[src/hdl/bilateral_filter_pixel_stream_core_macros.svh]
// Assertion macros shared by the bilateral filter RTL.
`ifndef BILATERAL_FILTER_PIXEL_STREAM_CORE_MACROS_SVH
`define BILATERAL_FILTER_PIXEL_STREAM_CORE_MACROS_SVH

// Same-cycle implication, checked outside reset.
`define BFP_ASSERT_NOW(label, clk, rstn, ante, cons, msg) \
    label: assert property (@(posedge clk) disable iff (!rstn) (ante) |-> (cons)) \
        else $error(msg);

// Next-cycle implication, checked outside reset.
`define BFP_ASSERT_NEXT(label, clk, rstn, ante, cons, msg) \
    label: assert property (@(posedge clk) disable iff (!rstn) (ante) |=> (cons)) \
        else $error(msg);

`endif

[src/hdl/bfp_pkg.sv]
// Shared types and constants of the bilateral filter.
package bfp_pkg;

    // Item kinds carried on the input tuser field.
    typedef enum logic [1:0] {
        REQ_SPATIAL = 2'd0,
        REQ_RANGE   = 2'd1,
        REQ_PIXEL   = 2'd2,
        REQ_DRAIN   = 2'd3
    } req_kind_t;

    // Sequencer states.
    typedef enum logic [3:0] {
        ST_IDLE,
        ST_CHECK,
        ST_FETCH,
        ST_FILL_END,
        ST_CENTRE,
        ST_MAC,
        ST_DRAIN,
        ST_DIV,
        ST_OUT
    } bfp_state_t;

    // Configuration register indexes.
    localparam logic CFG_FRAME_WIDTH  = 1'b0;
    localparam logic CFG_FRAME_HEIGHT = 1'b1;

    // Q1.15 constants.
    localparam logic [15:0] Q_ONE  = 16'd32768;
    localparam logic [15:0] Q_HALF = 16'd16384;

    // Weight table write request.
    typedef struct packed {
        logic        spatial_we;
        logic        range_we;
        logic [7:0]  index;
        logic [15:0] value;
    } tbl_wr_t;

    // Multiply-accumulate control.
    typedef struct packed {
        logic issue;
        logic clear;
    } mac_ctrl_t;

endpackage

[src/hdl/bfp_cell.sv]
// One window cell: a pixel register that takes either its neighbour or the loop input.
module bfp_cell
    import bfp_pkg::*;
(
    input  logic       aclk,
    input  logic       en,
    input  logic       sel_loop,
    input  logic [7:0] shift_in,
    input  logic [7:0] loop_in,
    output logic [7:0] q
);

    logic [7:0] pix_reg;

    // Move one place along the chain when enabled.
    always_ff @(posedge aclk) begin
        if (en) begin
            pix_reg <= sel_loop ? loop_in : shift_in;
        end
    end

    assign q = pix_reg;

endmodule

[src/hdl/bfp_window_chain.sv]
// Chain of window cells: filled from the line store, then rotated past the weighting unit.
module bfp_window_chain
    import bfp_pkg::*;
#(
    parameter int TAPS   = 121,
    parameter int CENTRE = 60
) (
    input  logic       aclk,
    input  logic       shift_en,
    input  logic       rotate,
    input  logic [7:0] fill_data,
    output logic [7:0] head,
    output logic [7:0] centre
);

    logic [7:0] cell_q [TAPS];

    // Each cell takes the value of the cell above it; the tail takes new or recirculated data.
    for (genvar i = 0; i < TAPS; i++) begin : g_cell
        if (i == TAPS - 1) begin : g_tail
            bfp_cell u_cell (
                .aclk     (aclk),
                .en       (shift_en),
                .sel_loop (rotate),
                .shift_in (fill_data),
                .loop_in  (cell_q[0]),
                .q        (cell_q[i])
            );
        end else begin : g_body
            bfp_cell u_cell (
                .aclk     (aclk),
                .en       (shift_en),
                .sel_loop (1'b0),
                .shift_in (cell_q[i+1]),
                .loop_in  (cell_q[i+1]),
                .q        (cell_q[i])
            );
        end
    end

    assign head   = cell_q[0];
    assign centre = cell_q[CENTRE];

endmodule

[config.mk]
export PLATFORM = sky130hd
export DESIGN_NAME = bfp_window_chain
export DESIGN_NICKNAME = d
export VERILOG_FILES = /design/src/hdl/bilateral_filter_pixel_stream_core_macros.svh /design/src/hdl/bfp_pkg.sv /design/src/hdl/bfp_cell.sv /design/src/hdl/bfp_window_chain.sv
export SDC_FILE = /design/constraint.sdc
export NUM_CORES = 1
export LEC_CHECK = 0
export BUFFER_PORTS_ARGS = -buffer_cell sky130_fd_sc_hd__buf_2
export CORE_MARGIN = 3
export CORE_UTILIZATION = 40
export CTS_BUF_LIST = sky130_fd_sc_hd__clkbuf_16
export DETAILED_ROUTE_END_ITERATION = 8
export GPL_TIMING_DRIVEN = 0
export HOLD_SLACK_MARGIN = 0.08
export PLACE_DENSITY = 0.53
export SYNTH_ARGS = -nofsm -noshare
export SYNTH_HDL_FRONTEND = slang
export SYNTH_SLANG_ARGS = --single-unit
[constraint.sdc]
create_clock -name aclk -period 1.25 [get_ports aclk]
set_clock_uncertainty 0.1 [all_clocks]
set_input_delay 0.0625 -clock aclk [delete_from_list [all_inputs] [get_ports aclk]]
set_output_delay 0.0625 -clock aclk [all_outputs]
set_load 0.05 [all_outputs]
Word-level counts from Yosys, hierarchy flattened
Index checks and enable logic that the tools add are counted.
{"block": "totals", "regBits": 968, "latchBits": 0, "ramBits": 0, "romBits": 0, "input_bits": 11, "out_inout_bits": 16, "word_cells": 122, "n_memories": 0}
{"block": "classes", "addsub": 0, "multipliers": 0, "div_mod_pow": 0, "order_cmp": 0, "n_eq_ne": 0, "shift": 0, "n_mux": 1, "n_bitwise": 0, "reduce_logical": 0}
{"op": "$mux W8", "n": 1}

Logic depth before layout (Yosys ltp)
{"block": "depth", "word_depth": 1, "ltp_mapped": 2, "mapped_depth_nobuf": 1}

By module
Synthesis repeated with hierarchy kept, for this count alone.
{"block": "hier_totals", "cells_unflattened": 2058, "hier_area_um2": 44968.1}
{"mod": "bfp_cell", "instances": 121, "cells_each": 17, "area_per_inst_um2": 371.6, "seq_area_each_um2": 240.2}
{"mod": "bfp_window_chain", "instances": 1, "cells_each": 1, "area_per_inst_um2": 3.8, "seq_area_each_um2": 0.0}

Worst setup path after synthesis
OpenSTA, ideal clock, no wires.
{"block": "synth_path", "path_kind": "reg-to-reg", "startpoint": "register g_cell[0].g_body.u_cell.pix_reg[0]", "endpoint": "register g_cell[120].g_tail.u_cell.pix_reg[0] (data pin)", "setup_time_ps": 260, "arrival_ps": 609, "required_ps": 890, "slack_ps": 281, "path_stages_with_launch": 2, "path_buffers": 0, "synth_period_minus_slack_ps": 969, "path_cell_list": "edfxtp_1 -> mux2_4"}
{"block": "synth_via", "elab_chain_cells": 1}
{"item": "from (decl)", "line_no": "bfp_cell.sv:13", "rtl": "logic [7:0] pix_reg;"}
{"item": "from (signal assigned)", "line_no": "bfp_cell.sv:18", "rtl": "pix_reg <= sel_loop ? loop_in : shift_in;"}
{"item": "$mux W8", "line_no": "bfp_cell.sv:18"}
{"item": "to (signal assigned)", "line_no": "bfp_cell.sv:18"}
{"item": "to (decl)", "line_no": "bfp_cell.sv:13"}
Every way passes these cells.
A chain may end at the register's enable or synchronous reset.

Final worst setup path
{"block": "layout_path", "startpoint": "register g_cell[60].g_body.u_cell.pix_reg[2]", "endpoint": "output port centre[2]"}
{"item": "from (decl)", "line_no": "bfp_cell.sv:13"}
{"item": "from (signal assigned)", "line_no": "bfp_cell.sv:18"}
{"item": "to (decl)", "line_no": "bfp_window_chain.sv:13", "rtl": "output logic [7:0] centre"}
No word-level cell between the ends.

==> impl_metrics.tcl <==
set metrics [dict create \
    yosysMostFrequentCell "edfxtp_1" \
    cts_root_buf "clkbuf_16" \
    yosysWarnings 0 \
    status "complete, but fails checks" \
    synth.avg_cell_area_um2 29.5 \
    port_buffers 25 \
    firstDrtPassIters 4 \
    syn_nets 1004 \
    setup_viol 18 \
    violations "negative hold slack, negative setup slack" \
    power.leakage_nw 11.8 \
    cts_buffers 99 \
    cp.depth 1 \
    clk_pin_slew_ns 0.06 \
    ys_seq_elements 968 \
    min_period_ns 1.49 \
    power_density_mw_per_mm2 1960 \
    vias 9601 \
    p_clk_frac 0.421 \
    routabilityCongestion 0.641 \
    peakVddDrop_uv 1200 \
    synth-simple-area-share 0 \
    syn_area_mm2 0.0293 \
    grt_pass1_vias 9681 \
    num_io_pins 27 \
    core-area_mm2 0.0721 \
    cts_tree "yes" \
    avgViaCountPerCell 4.41 \
    nFillCells 5710 \
    die_y_um 277 \
    hpwl_um 14200 \
    dp_cells 1976 \
    fp-row-count 98 \
    ys_seq_area_frac 0.991 \
    start_util 0.407 \
    hold-worst-slack_ns -0.307 \
    regArea_mm2 0.0291 \
    layout_setup_ws_ns -0.236 \
    cp-start-kind "flip-flop" \
    cp_cell_sequence "buf_6" \
    grt_pass1_wl_um 56600 \
    synth_ff_type "edfxtp_1" \
    routed_wl_um 35200 \
    cts.sinks 968 \
    ys_top_cells_by_count "edfxtp_1 (968), buf_4 (16), mux2_4 (8)" \
    hold_path_class "in -> reg" \
    fin_cells 2179 \
    synth_compound_area_frac 0 \
    drtAntennaViolNets 0 \
    wl_per_cell_um 16.2 \
    muxShareOfSynthArea 0.00410 \
    r2r_cells 3 \
    worst_slew_pin_slew_ns 0.668 \
    syn-instance-count 993 \
    n_antenna_cell 0 \
    slowest_delay_ns 0.49 \
    gr-total-overflow 0 \
    required_ns 1.09 \
    dieArea_mm2 0.0766 \
    cap_violations 0 \
    dr.first_iter.drc_count 765 \
    synthDistinctLibCells 4 \
    insertion_delay_ns 0.63 \
    synthXorXnorAreaFrac 0 \
    async_flop_share 0 \
    pwr-share-seq 0.563 \
    hold_viol 100 \
    relSlewSlack 0.555 \
    fin_nets 1157 \
    drc_errors 0 \
    antenna_found_initial 0 \
    synth_top_family_by_area "buffers and inverters" \
    synth_top_cell_by_area "edfxtp_1" \
    max-clock-path-buffers 3 \
    critPathSlowestCell "edfxtp_1" \
    fin_crit_sh 1.19 \
    sw_frac_of_total 0.191 \
    p_comb_frac 0.016 \
    setup_tns_ns -2.46 \
    holdPathStages 1 \
    utilization 0.481 \
    drv_slew 0 \
    ctsHoldBuffers 9 \
    synth_edf_count 968 \
    h-tree-depth 3 \
    die_x_um 277 \
    end_kind "primary output" \
    rsz0062_at_grt "yes" \
    synthAdderAreaFrac 0 \
    cp.arrival_ns 1.32 \
    synth_area_leaders "edfxtp_1 (99%), buf_4 (0.41%), mux2_4 (0.41%), buf_6 (0.038%)" \
    p_switching_mw 13.0 \
    grt_use_total 0.0931 \
    drive_above_1_share 0.170 \
    critPathMaxFanout 2 \
    synthToLayoutAreaGrowth_pct 18.2 \
    clock.fmax_ghz 0.673 \
    cp_num_buf_inv 1 \
    multi_input_area_um2 120 \
    path_class "reg -> out" \
    grt_max_degree 125 \
    synth_top_area_share 0.991 \
    critPathTopFamily "flip-flops" \
    intPower_mw 55.0 \
]
-- flip-flops by register name, indices dropped and copies added (netlist names) --
name                    cells
g_cell.g_body.u_cell.q    960
g_cell.g_tail.u_cell.q      8
-- repair_timing --
action	CTS	global route
gates resized for setup	50	3
setup buffers	13	2
hold endpoints to repair	234	191
setup endpoints to repair	656	59
cloned	10	0
-- metal layers --
metal / share of wire / GRT usage / vias up
met4: 0.033 / 0.0467 / 0
met3: 0.041 / 0.0240 / 77
met5: 0 / 0 / -
met2: 0.38 / 0.109 / 141
li1: - / - / 4387
met1: 0.54 / 0.156 / 4996
-- power groups by stage --
stage | clock [mW] | combinational [mW] | sequential (mW)
6_report | 28.6 | 1.12 | 38.3
3_3_place_gp | 0 | 0.686 | 39.3
3_5_place_dp | 0 | 0.912 | 38.9
5_1_grt | 31.1 | 1.22 | 38.5
4_1_cts | 29.8 | 1.15 | 38.3
2_1_floorplan | 0 | 0.179 | 38.7
-- cell usage in the layout, fill, tap and decap left out, drive strengths merged --
cell         instances
bufbuf               8
bufinv              10
buf                 52
inv                 28
clkbuf             102
mux2                 8
clkinv              37
dlygate4sd3          9
edfxtp             968
clkinvlp             7
-- path summary, 6_finish.rpt --
| check | startpoint | endpoint | slack (ns) |
|---|---|---|---|
| worst max register to register | g_cell[0].g_body.u_cell.q[3] | g_cell[120].g_tail.u_cell.q[3] | -0.04 |
| worst max-delay path | g_cell[60].g_body.u_cell.q[2] | centre[2] | -0.24 |
| worst min-delay path | shift_en | g_cell[52].g_body.u_cell.q[3] | -0.31 |
| worst min register to register | g_cell[7].g_body.u_cell.q[6] | g_cell[6].g_body.u_cell.q[6] | 0.30 |
-- cell type report --
cell class,instances,share of cell area
Sequential cell,968,0.838
Clock buffer,102,0.0736
Tap cell,950,0.0343
Timing Repair Buffer,67,0.0302
Clock inverter,82,0.0194
Multi-Input combinational cell,8,0.00346
Buffer,2,0.000650
-- metrics by stage --
step	total power, mW	instance area [µm²]	setup slack [ns]	hold WS [ns]
floorplan	38.9	29300	0.281	0.0750
global placement	40.0	30600	-14.15	0.270
detailed placement	39.9	30900	-1.96	0.271
CTS	69.3	34700	-0.292	-0.349
global route	70.8	34700	-0.290	-0.331
finish	68.0	34700	-0.236	-0.307
-- logic make-up (layout without fill, tap and decap cells) --
family | count (synthesis) | after routing
buf+inv | 17 | 253
flops | 968 | 968
mux | 8 | 8
No activity file was read; power rests on OpenSTA's default activity.
